`config.mk`:
```
export PLATFORM = sky130hd
export DESIGN_NAME = segment_descriptor_loader
export DESIGN_NICKNAME = d
export VERILOG_FILES = /design/src/hw/rtl/sdl_pkg.sv /design/src/hw/rtl/sdl_decode.sv /design/src/hw/rtl/segment_descriptor_loader.sv
export SDC_FILE = /design/constraint.sdc
export NUM_CORES = 1
export LEC_CHECK = 0
export ABC_AREA = 0
export BUFFER_PORTS_ARGS = -buffer_cell sky130_fd_sc_hd__buf_2
export CORE_UTILIZATION = 31
export CTS_CLUSTER_SIZE = 8
export DETAILED_ROUTE_END_ITERATION = 6
export GPL_TIMING_DRIVEN = 0
export HOLD_SLACK_MARGIN = 0.03
export PLACE_DENSITY = 0.56
export SETUP_SLACK_MARGIN = 0.4
export SKIP_LAST_GASP = 1
export SYNTH_ARGS = -nofsm -noshare
export SYNTH_HDL_FRONTEND = slang
export SYNTH_HIERARCHICAL = 1
export SYNTH_SLANG_ARGS = --single-unit
```
`constraint.sdc`:
```
create_clock -name clock -period 6.5 [get_ports clock]
set_clock_uncertainty 0.2 [all_clocks]
set_input_delay 0.65 -clock clock [delete_from_list [all_inputs] [get_ports clock]]
set_output_delay 0.65 -clock clock [all_outputs]
set_load 0.02 [all_outputs]
```
`src/hw/rtl/sdl_pkg.sv`:
```
package sdl_pkg;

   localparam int unsigned CsrIndexWidth = 3;
   localparam int unsigned CsrDataWidth = 32;

   localparam logic [CsrIndexWidth-1:0] CSR_GDT_BASE = 3'd0;
   localparam logic [CsrIndexWidth-1:0] CSR_GDT_LIMIT = 3'd1;
   localparam logic [CsrIndexWidth-1:0] CSR_LDT_BASE = 3'd2;
   localparam logic [CsrIndexWidth-1:0] CSR_LDT_LIMIT = 3'd3;
   localparam logic [CsrIndexWidth-1:0] CSR_PROT_NOT_V86 = 3'd4;

   localparam logic [1:0] ACTION_RAW = 2'd0;
   localparam logic [1:0] ACTION_DATA = 2'd1;
   localparam logic [1:0] ACTION_STACK = 2'd2;
   localparam logic [1:0] ACTION_CODE = 2'd3;

   localparam logic [2:0] FAULT_NONE = 3'd0;
   localparam logic [2:0] FAULT_GP = 3'd1;
   localparam logic [2:0] FAULT_NP = 3'd2;
   localparam logic [2:0] FAULT_SS = 3'd3;
   localparam logic [2:0] FAULT_UNKNOWN = 3'd4;

   localparam int unsigned AccPresent = 7;
   localparam int unsigned AccCodeData = 4;
   localparam int unsigned AccExec = 3;
   localparam int unsigned AccExDown = 2;
   localparam int unsigned AccReadable = 1;
   localparam int unsigned AccAccessed = 0;
   localparam int unsigned FlgGran = 3;

   typedef struct packed {
      logic [1:0]  action;
      logic [15:0] selector;
      logic [63:0] descriptor;
   } req_type;

   typedef struct packed {
      logic [2:0]  fault;
      logic [15:0] error_code;
      logic [31:0] table_address;
      logic        write_access_back;
      logic [7:0]  access_byte;
      logic [3:0]  flags_nibble;
      logic [31:0] seg_base;
      logic [19:0] raw_limit;
      logic [31:0] offset_low;
      logic [31:0] offset_high;
      logic [1:0]  dpl;
      logic [1:0]  current_cpl;
   } rsp_type;

   typedef struct packed {
      logic [2:0]  fault;
      logic [15:0] error_code;
      logic        wb;
      logic [7:0]  acc;
      logic [3:0]  flg;
      logic [31:0] base;
      logic [19:0] lim;
      logic        calc_en;
      logic        exdown;
      logic        gran;
      logic        cpl_load;
      logic [1:0]  rpl;
   } dec_type;

endpackage

```
`src/hw/rtl/sdl_decode.sv`:
```
module sdl_decode (
   input  logic [1:0]      action,
   input  logic [15:0]     selector,
   input  logic [63:0]     descriptor,
   input  logic            limit_fail,
   output sdl_pkg::dec_type dec
);
   import sdl_pkg::*;

   logic       nonnull;
   logic [7:0] acc_raw;
   logic       present;
   logic       wb;
   logic       abort;
   logic [2:0] fault;
   logic       calc_en;
   logic       exdown;
   logic       cpl_load;
   logic       code_ok;

   assign nonnull = (selector[15:2] != 14'd0);
   assign acc_raw = nonnull ? descriptor[47:40] : 8'd0;
   assign present = acc_raw[AccPresent];
   assign wb = nonnull && acc_raw[AccCodeData] && acc_raw[AccPresent] && !acc_raw[AccAccessed];
   assign code_ok = acc_raw[AccPresent] && acc_raw[AccCodeData] && acc_raw[AccExec] &&
                    acc_raw[AccReadable];

   always_comb begin
      fault = FAULT_NONE;
      abort = 1'b0;
      calc_en = 1'b0;
      exdown = 1'b0;
      cpl_load = 1'b0;
      priority if (limit_fail) begin
         fault = FAULT_GP;
         abort = 1'b1;
      end else if (action == ACTION_DATA && nonnull && !present) begin
         fault = FAULT_NP;
         abort = 1'b1;
      end else if (action == ACTION_STACK && !present) begin
         fault = FAULT_SS;
         abort = 1'b1;
      end else if (action == ACTION_CODE) begin
         fault = code_ok ? FAULT_NONE : FAULT_UNKNOWN;
         calc_en = 1'b1;
         cpl_load = 1'b1;
      end else if (action == ACTION_DATA || action == ACTION_STACK) begin
         calc_en = 1'b1;
         exdown = acc_raw[AccExDown];
      end else begin
         calc_en = 1'b0;
      end
   end

   always_comb begin
      dec = '0;
      dec.fault = fault;
      dec.error_code = (fault != FAULT_NONE) ? {selector[15:2], 2'b00} : 16'd0;
      dec.rpl = selector[1:0];
      if (!abort) begin
         dec.wb = wb;
         dec.acc = acc_raw | {7'd0, wb};
         dec.flg = nonnull ? descriptor[55:52] : 4'd0;
         dec.base = nonnull ? {descriptor[63:56], descriptor[39:16]} : 32'd0;
         dec.lim = nonnull ? {descriptor[51:48], descriptor[15:0]} : 20'd0;
         dec.calc_en = calc_en;
         dec.exdown = exdown;
         dec.gran = nonnull ? descriptor[52 + FlgGran] : 1'b0;
         dec.cpl_load = cpl_load;
      end
   end

endmodule

```
`src/hw/rtl/segment_descriptor_loader.sv`:
```
// Throughput: one transaction per cycle; a three-stage pipeline (table check,
// descriptor decode, offset range and privilege update) with per-stage stall.
// Reset clears the configuration registers, the privilege level and all
// pipeline valid bits.
module segment_descriptor_loader (
   input  logic                                   clock,
   input  logic                                   reset,
   input  logic                                   req_valid,
   output logic                                   req_ready,
   input  sdl_pkg::req_type                       req_data,
   output logic                                   rsp_valid,
   input  logic                                   rsp_ready,
   output sdl_pkg::rsp_type                       rsp_data,
   input  logic                                   csr_write_en,
   input  logic [sdl_pkg::CsrIndexWidth-1:0]      csr_index,
   input  logic [sdl_pkg::CsrDataWidth-1:0]       csr_wdata
);
   import sdl_pkg::*;

   logic [31:0] gdt_base_ff;
   logic [15:0] gdt_limit_ff;
   logic [31:0] ldt_base_ff;
   logic [19:0] ldt_limit_ff;
   logic        pnv_ff;
   logic [1:0]  priv_ff;
   logic [1:0]  priv_in;

   logic        s1_valid_ff;
   req_type     s1_req_ff;
   logic [31:0] s1_taddr_ff;
   logic        s1_fail_ff;
   logic        s2_valid_ff;
   dec_type     s2_dec_ff;
   logic [31:0] s2_taddr_ff;
   logic        rsp_valid_ff;
   rsp_type     rsp_ff;
   rsp_type     rsp_in;

   logic        s1_rdy;
   logic        s2_rdy;
   logic        s3_rdy;
   logic [31:0] tbase;
   logic [19:0] tlim;
   logic [19:0] body_end;
   logic        fail_in;
   logic [31:0] taddr_in;
   dec_type     dec_in;
   logic [20:0] lim_inc;
   logic [31:0] lim_inc_page;

   always_ff @(posedge clock) begin
      if (reset) begin
         gdt_base_ff <= '0;
         gdt_limit_ff <= '0;
         ldt_base_ff <= '0;
         ldt_limit_ff <= '0;
         pnv_ff <= 1'b0;
      end else if (csr_write_en) begin
         unique case (csr_index)
            CSR_GDT_BASE: gdt_base_ff <= csr_wdata;
            CSR_GDT_LIMIT: gdt_limit_ff <= csr_wdata[15:0];
            CSR_LDT_BASE: ldt_base_ff <= csr_wdata;
            CSR_LDT_LIMIT: ldt_limit_ff <= csr_wdata[19:0];
            CSR_PROT_NOT_V86: pnv_ff <= csr_wdata[0];
            default: ;
         endcase
      end
   end

   assign s3_rdy = !rsp_valid_ff || rsp_ready;
   assign s2_rdy = !s2_valid_ff || s3_rdy;
   assign s1_rdy = !s1_valid_ff || s2_rdy;
   assign req_ready = s1_rdy;

   assign tbase = req_data.selector[2] ? ldt_base_ff : gdt_base_ff;
   assign tlim = req_data.selector[2] ? ldt_limit_ff : {4'd0, gdt_limit_ff};
   assign body_end = {4'd0, req_data.selector[15:3], 3'b111};
   assign fail_in = body_end > tlim;
   assign taddr_in = tbase + {16'd0, req_data.selector[15:3], 3'b000};

   always_ff @(posedge clock) begin
      if (reset) begin
         s1_valid_ff <= 1'b0;
      end else if (s1_rdy) begin
         s1_valid_ff <= req_valid;
      end
   end

   always_ff @(posedge clock) begin
      if (s1_rdy) begin
         s1_req_ff <= req_data;
         s1_taddr_ff <= taddr_in;
         s1_fail_ff <= fail_in;
      end
   end

   sdl_decode u_decode (
      .action     (s1_req_ff.action),
      .selector   (s1_req_ff.selector),
      .descriptor (s1_req_ff.descriptor),
      .limit_fail (s1_fail_ff),
      .dec        (dec_in)
   );

   always_ff @(posedge clock) begin
      if (reset) begin
         s2_valid_ff <= 1'b0;
      end else if (s2_rdy) begin
         s2_valid_ff <= s1_valid_ff;
      end
   end

   always_ff @(posedge clock) begin
      if (s2_rdy) begin
         s2_dec_ff <= dec_in;
         s2_taddr_ff <= s1_taddr_ff;
      end
   end

   assign lim_inc = {1'b0, s2_dec_ff.lim} + 21'd1;
   assign lim_inc_page = {lim_inc[19:0], 12'd0};
   assign priv_in = (s2_dec_ff.cpl_load && pnv_ff) ? s2_dec_ff.rpl : priv_ff;

   always_comb begin
      rsp_in = '0;
      rsp_in.fault = s2_dec_ff.fault;
      rsp_in.error_code = s2_dec_ff.error_code;
      rsp_in.table_address = s2_taddr_ff;
      rsp_in.write_access_back = s2_dec_ff.wb;
      rsp_in.access_byte = s2_dec_ff.acc;
      rsp_in.flags_nibble = s2_dec_ff.flg;
      rsp_in.seg_base = s2_dec_ff.base;
      rsp_in.raw_limit = s2_dec_ff.lim;
      rsp_in.dpl = s2_dec_ff.acc[6:5];
      rsp_in.current_cpl = priv_in;
      if (s2_dec_ff.calc_en) begin
         if (s2_dec_ff.exdown) begin
            rsp_in.offset_low = s2_dec_ff.gran ? lim_inc_page : {11'd0, lim_inc};
            rsp_in.offset_high = 32'hffff_ffff;
         end else begin
            rsp_in.offset_low = 32'd0;
            rsp_in.offset_high = s2_dec_ff.gran ? {s2_dec_ff.lim, 12'hfff} :
                                                  {12'd0, s2_dec_ff.lim};
         end
      end
   end

   always_ff @(posedge clock) begin
      if (reset) begin
         rsp_valid_ff <= 1'b0;
         priv_ff <= 2'd0;
      end else if (s3_rdy) begin
         rsp_valid_ff <= s2_valid_ff;
         if (s2_valid_ff) begin
            priv_ff <= priv_in;
         end
      end
   end

   always_ff @(posedge clock) begin
      if (s3_rdy) begin
         rsp_ff <= rsp_in;
      end
   end

   assign rsp_valid = rsp_valid_ff;
   assign rsp_data = rsp_ff;

`ifndef SYNTHESIS
   assert property (@(posedge clock) disable iff (reset)
      rsp_valid && rsp_data.fault == FAULT_NONE |-> rsp_data.error_code == 16'd0)
      else $error("error code set without a fault");

   assert property (@(posedge clock) disable iff (reset)
      rsp_valid && (rsp_data.fault == FAULT_GP || rsp_data.fault == FAULT_NP ||
                    rsp_data.fault == FAULT_SS)
      |-> !rsp_data.write_access_back && rsp_data.offset_high == 32'd0 &&
          rsp_data.seg_base == 32'd0)
      else $error("aborted load returned descriptor fields");

   assert property (@(posedge clock) disable iff (reset)
      rsp_valid && rsp_data.write_access_back |-> rsp_data.access_byte[AccAccessed] &&
                                                  rsp_data.access_byte[AccPresent])
      else $error("write-back without accessed and present bits");

   assert property (@(posedge clock) disable iff (reset)
      s3_rdy && s2_valid_ff |=> priv_ff == rsp_data.current_cpl)
      else $error("privilege level and reported level disagree");
`endif

endmodule

```
Word-level counts from Yosys, hierarchy flattened:

Index checks and enable logic that the tools add are counted.

* output and inout bits: 186
* word-level logic and storage cells: 109
* input port bits: 122
* register bits: 527

* muxes and demuxes: 18
* reduce and logical (&&, ||, !) cells: 34
* $lt $le $gt $ge: 1
* equal/unequal tests: 7
* $add $sub $neg: 2
* bitwise logic cells: 5

Operators with widths (count)
* two-way mux 32 bit: 3
* adder 32 x 16 -> 32 bit: 1
* adder 20 x 1 -> 21 bit (second input constant): 1
* two-way mux 21 bit: 1
* greater-than comparator 16 x 20 -> 1 bit: 1
* two-way mux 20 bit: 1
* two-way mux 3 bit: 5
* AND reduction 2 bit: 7
* nonzero test 14 bit: 1
* logical AND 1 bit: 10
* two-way mux 8 bit: 1
* bitwise OR 8 x 1 -> 8 bit: 1
* equality test 3 x 2 -> 1 bit (second input constant): 2
* two-way mux 1 bit: 6
* OR reduction 6 bit: 1
* logical NOT 1 bit: 5
* equality test 2 bit (second input constant): 2
* logical OR 1 bit: 4
* NOT 1 bit: 4
* OR reduction 4 bit: 1
* equality test 3 x 1 -> 1 bit (second input constant): 1
* equality test 3 bit (second input constant): 1
* logical NOT 3 bit: 1
* AND reduction 3 bit: 1
* other kinds (5): 5

Logic depth before layout (Yosys ltp):

* depth after elaboration: 11
* gate-level depth with buffers: 11
* depth with buffers taken out: 8

Cells and area by module:

The synthesis kept the hierarchy.

Modules (own cells, without submodules)
* segment_descriptor_loader: instances 1, sequential area each 14704.1 um^2, area an instance 19190.9 um^2, cells each 1299
* sdl_decode: instances 1, sequential area each 0.0 um^2, area an instance 862.1 um^2, cells each 124

Worst setup path after synthesis:

Ideal clock, no wire load.

* path kind: input port to flip-flop
* from: input port rsp_ready
* to: register s1_fail_ff, enable pin
* buffers on the path: 0
* slack: 1.246 ns
* stages on the path: 2
* setup time: 1.380 ns
* arrival: 3.674 ns
* data required time: 4.920 ns
* path through: nor2b_1 > nand3_1

* longest elaborated chain between the ends: 3

RTL lines
* start: declaration: line segment_descriptor_loader.sv:12 `input logic rsp_ready,`
* logical OR 1 bit: line segment_descriptor_loader.sv:70 `assign s3_rdy = !rsp_valid_ff || rsp_ready;`
* logical OR 1 bit: line segment_descriptor_loader.sv:71 `assign s2_rdy = !s2_valid_ff || s3_rdy;`
* logical OR 1 bit: line segment_descriptor_loader.sv:72 `assign s1_rdy = !s1_valid_ff || s2_rdy;`
* net req_ready: line segment_descriptor_loader.sv:9 `output logic req_ready,`
* end signal: assignment: line segment_descriptor_loader.sv:93 `s1_fail_ff <= fail_in;`
* end: declaration: line segment_descriptor_loader.sv:31 `logic s1_fail_ff;`

The timed path passes the listed nets, and every way through them passes these cells.
A chain may end at the register's enable or synchronous reset.

Final worst setup path:

* from: input port req_data[66] (netlist name)
* to: register s1_taddr_ff[29], data pin

* longest elaborated chain between the ends: 2

RTL lines
* start: declaration: line segment_descriptor_loader.sv:10 `input sdl_pkg::req_type req_data,`
* two-way mux 32 bit: line segment_descriptor_loader.sv:75 `assign tbase = req_data.selector[2] ? ldt_base_ff : gdt_base_ff;`
* adder 32 x 16 -> 32 bit: line segment_descriptor_loader.sv:79 `assign taddr_in = tbase + {16'd0, req_data.selector[15:3], 3'b000};`
* net taddr_in[29]: line segment_descriptor_loader.sv:46 `logic [31:0] taddr_in;`
* end signal: assignment: line segment_descriptor_loader.sv:92 `s1_taddr_ff <= taddr_in;`
* end: declaration: line segment_descriptor_loader.sv:30 `logic [31:0] s1_taddr_ff;`

The timed path passes the listed nets, and every way through them passes these cells.

==> impl_results.md <==
* Yosys Warn Count at 6
* Bufs and invs on worst path at 4
* Setup repair bufs after CTS at 0
* Total Die Area at between 60000 and 70000 um^2
* Final worst-path cycle share at between 60% and 70%
* Yosys cell types at 65
* Util after Layout at 40.3%
* Max FO, Critical Path at 10
* Pin count of the biggest net entering global routing at roughly 130
* Worst skew pair latency at approximately 600 ps
* H-Tree Depth at 3
* Max_cap viols at 0
* Port Buf Inserts at approximately 310
* CTS root buf: clkbuf_16
* Clock transition at the registers of the reported paths at about 50 ps
* Post-synthesis mux area share at 2.71%
* Reg2Reg Setup Slack at 3250 ps
* Post-Synth XOR/XNOR Area at slightly below 2%
* Chip width at around 260 um
* Non-filler cells, final at roughly 2800
* Final-report setup violation count at 0
* Row cnt at 92
* Initial DRC count at 672
* Lkg Pwr at 10.5 nW
* Fin. Hold Viols at 0
* Syn Area/Cell at roughly 14 um^2
* ANT nets after route at 0
* Post-placement cell count at around 2600
* Maximum clock frequency at 0.230 GHz
* Vias at approximately 13000
* Min-Delay Path Depth at 1
* Clock power share at between 40% and 50%
* Ports at 308
* WS Path Type: in -> reg
* Comb power frac at just under 7%
* Peak supply drop at between 0.0002 and 0.00025 V
* Critical path endpoint category: register
* Worst path max stage delay at around 530 ps
* Drt total wl at 50600 um
* Crit path DAT at 4480 ps
* Area growth, synth to finish at 27.7%
* Clock sinks at around 530
* Initial core utilization at about a third
* Hold crit path type: in -> reg
* Compound-Gate Fraction of Synth Area at 7.13%
* Post-Synth Simple-Gate Area at 10.9%
* Setup TNS at 0 ps
* Worst slew margin at around two fifths
* Top_reg_cell synth: edfxtp_1
* Drt wl/cell at between 15 and 20 um
* Routability cong. at 0.925
* Most frequent CP cell: buf_2
* First-pass GRT wire length at 76900 um
* CTS tree: built
* Status: completed
* Die H at 256 um
* Initial antenna violation count at 6
* Post-CTS Resized at 0
* Largest family of logic cells by synthesized area: simple AND/OR/NAND/NOR gates
* Nets at roughly 2000
* Pre-antenna DRT Iters at 5
* Vias/cell at ~4.6
* Core Area at approximately 64000 um^2
* Critical path, cell by cell: buf_2 -> buf_2 -> buf_2 -> buf_2 -> mux2_2 -> ha_1 -> fa_1 -> a21o_1 -> a221oi_2 -> o221ai_1 -> nand4_1 -> xor2_1
* Crit path depth at 12
* CP startpoint kind: input port
* DP HPWL at between 30000 and 40000 um
* Switching share of power at around 23%
* Worst-margin pin slew at ~900 ps
* Seq/Total Area, Yosys at between 70% and 80%
* P per Cell Area at about 310 nW/um^2
* Layout cell share with drive strength beyond 1 at between 20% and 30%
* Number of synthesized register bits at roughly 530
* GRT Total Usage at about 15%
* Sw power at 0.00183 W
* Reg power frac at approximately half
* Critical Path RT at around 6600 ps
* Critical-path top delay cell: a221oi_2
* Syn Inst Count at between 1000 and 1500
* Adder-cell share of the synthesized area at under 10%
* RSZ-0062 raised after global routing: false
* Synth Cell Area at approximately 20000 um^2
* Internal Power at ~0.0062 W
* Clock buffer depth at 3
* DR DRC count at 0
* Number of global-route vias before repair at roughly 13000
* Worst reg-to-reg path cell count at 8
* Post-synth EDFFs at between 400 and 500
* Top cell family by delay on the critical path: buffers and inverters
* Asr flop ratio synth at 0%
* Minimum clock period at around 4300 ps
* Fin. max-slew vios at 0
* Total CTS buffers at 76
* Grt ovf at 0
-- layout by cell type, fill, tap and decap left out, drive strengths merged, types with 12 or more instances in the layout --
cell type,Yosys,final
mux2,27,27
buf,28,339
dlygate4sd3,0,65
nand4,13,13
and2,70,70
xor2,24,24
mux2i,24,24
a21boi,15,15
ha,32,32
a21oi,123,123
nor2b,19,19
nand3,22,22
dfxtp,106,106
nor2,42,42
edfxtp,419,419
inv,12,16
nand2,253,253
o21ai,16,16
xnor2,21,21
o21a,21,21
a21o,12,12
clkbuf,42,148
-- per-stage QoR --
stage	setup WS [ps]	area, um^2	power (W)	hold WS (ps)
after detailed placement	1560	22800	0.00450	205
after global placement	-1250	22600	0.00450	200
after floorplan	1250	20100	0.00425	200
final	2160	25600	0.00804	79.7
after global routing	2160	25600	0.00835	47.9
after CTS	2200	25600	0.00817	30.5
-- repair_timing --
action,4_1_cts,5_1_grt
endpoints found under the setup margin,0,0
endpoints found under the hold margin,65,0
hold buffers,65,0
-- power groups by stage --
stage                     Combinational (W)  Clock [W]  Sequential, W
after floorplan                    0.000182          0        0.00407
after global placement             0.000508          0        0.00399
final                              0.000543    0.00358        0.00392
after global routing               0.000584    0.00383        0.00394
after detailed placement           0.000516          0        0.00399
after CTS                          0.000552    0.00369        0.00393
-- synthesized netlist by cell type, drive strengths merged, types with 24 or more instances --
library cell	number	area [um^2]
a21oi	123	619
and2	70	439
buf	28	158
clkbuf	42	159
dfxtp	106	2120
edfxtp	419	12600
ha	32	400
mux2	27	304
mux2i	24	240
nand2	253	950
nor2	42	158
xor2	24	210
-- registers in the layout (all words and copies together) (netlist names) --
name and flops:
gdt_limit_ff 16, ldt_limit_ff 20, s1_valid_ff 1, pnv_ff 1
ldt_base_ff 32, rsp_valid 1, s2_dec_ff 6, s1_taddr_ff 32
s2_taddr_ff 32, rsp_in 84, s1_req_ff 82, s2_valid_ff 1
s1_fail_ff 1, rsp_data 182, priv_ff 2, gdt_base_ff 32
-- cell type report --
type / count / area (um^2)
Antenna cell: 1 / 2.50
Fill cell: 6030 / 37900
Sequential cell: 525 / 14700
Buffer: 70 / 317
Inverter: 12 / 52.6
Multi-Input combinational cell: 817 / 5010
Clock inverter: 9 / 115
Tap cell: 846 / 1060
Timing Repair Buffer: 376 / 2300
Clock buffer: 106 / 2050
-- kinds of logic (layout without fill, tap and decap cells) --
logic type	count (synthesis)	count (layout)
AND/OR/NAND/NOR	457	457
flip-flops	525	525
buffers and inverters	82	573
other	1	3
multiplexers	51	51
XOR/XNOR	45	45
adder cells (fa/ha/maj)	33	33
AO/OA/AOI/OAI	229	229
-- routing by layer --
metal  vias up  part of all wire (%)  GRT usage (%)
met5         -                  0.12              0
met3        86                   5.9           3.37
li1       6066                     -              -
met1      6100                    41           18.6
met4        10                   2.4           5.81
met2       414                    50           26.5
-- final timing paths --
| check | startpoint | endpoint |
|---|---|---|
| worst max-delay path | req_data[66] | s1_taddr_ff[29] |
| worst min-delay path | req_data[67] | s1_req_ff[67] |
| worst max register to register | gdt_base_ff[3] | s1_taddr_ff[29] |
| worst min register to register | rsp_in[182] | rsp_data[182] |
No activity file was read; power rests on OpenSTA's default activity.
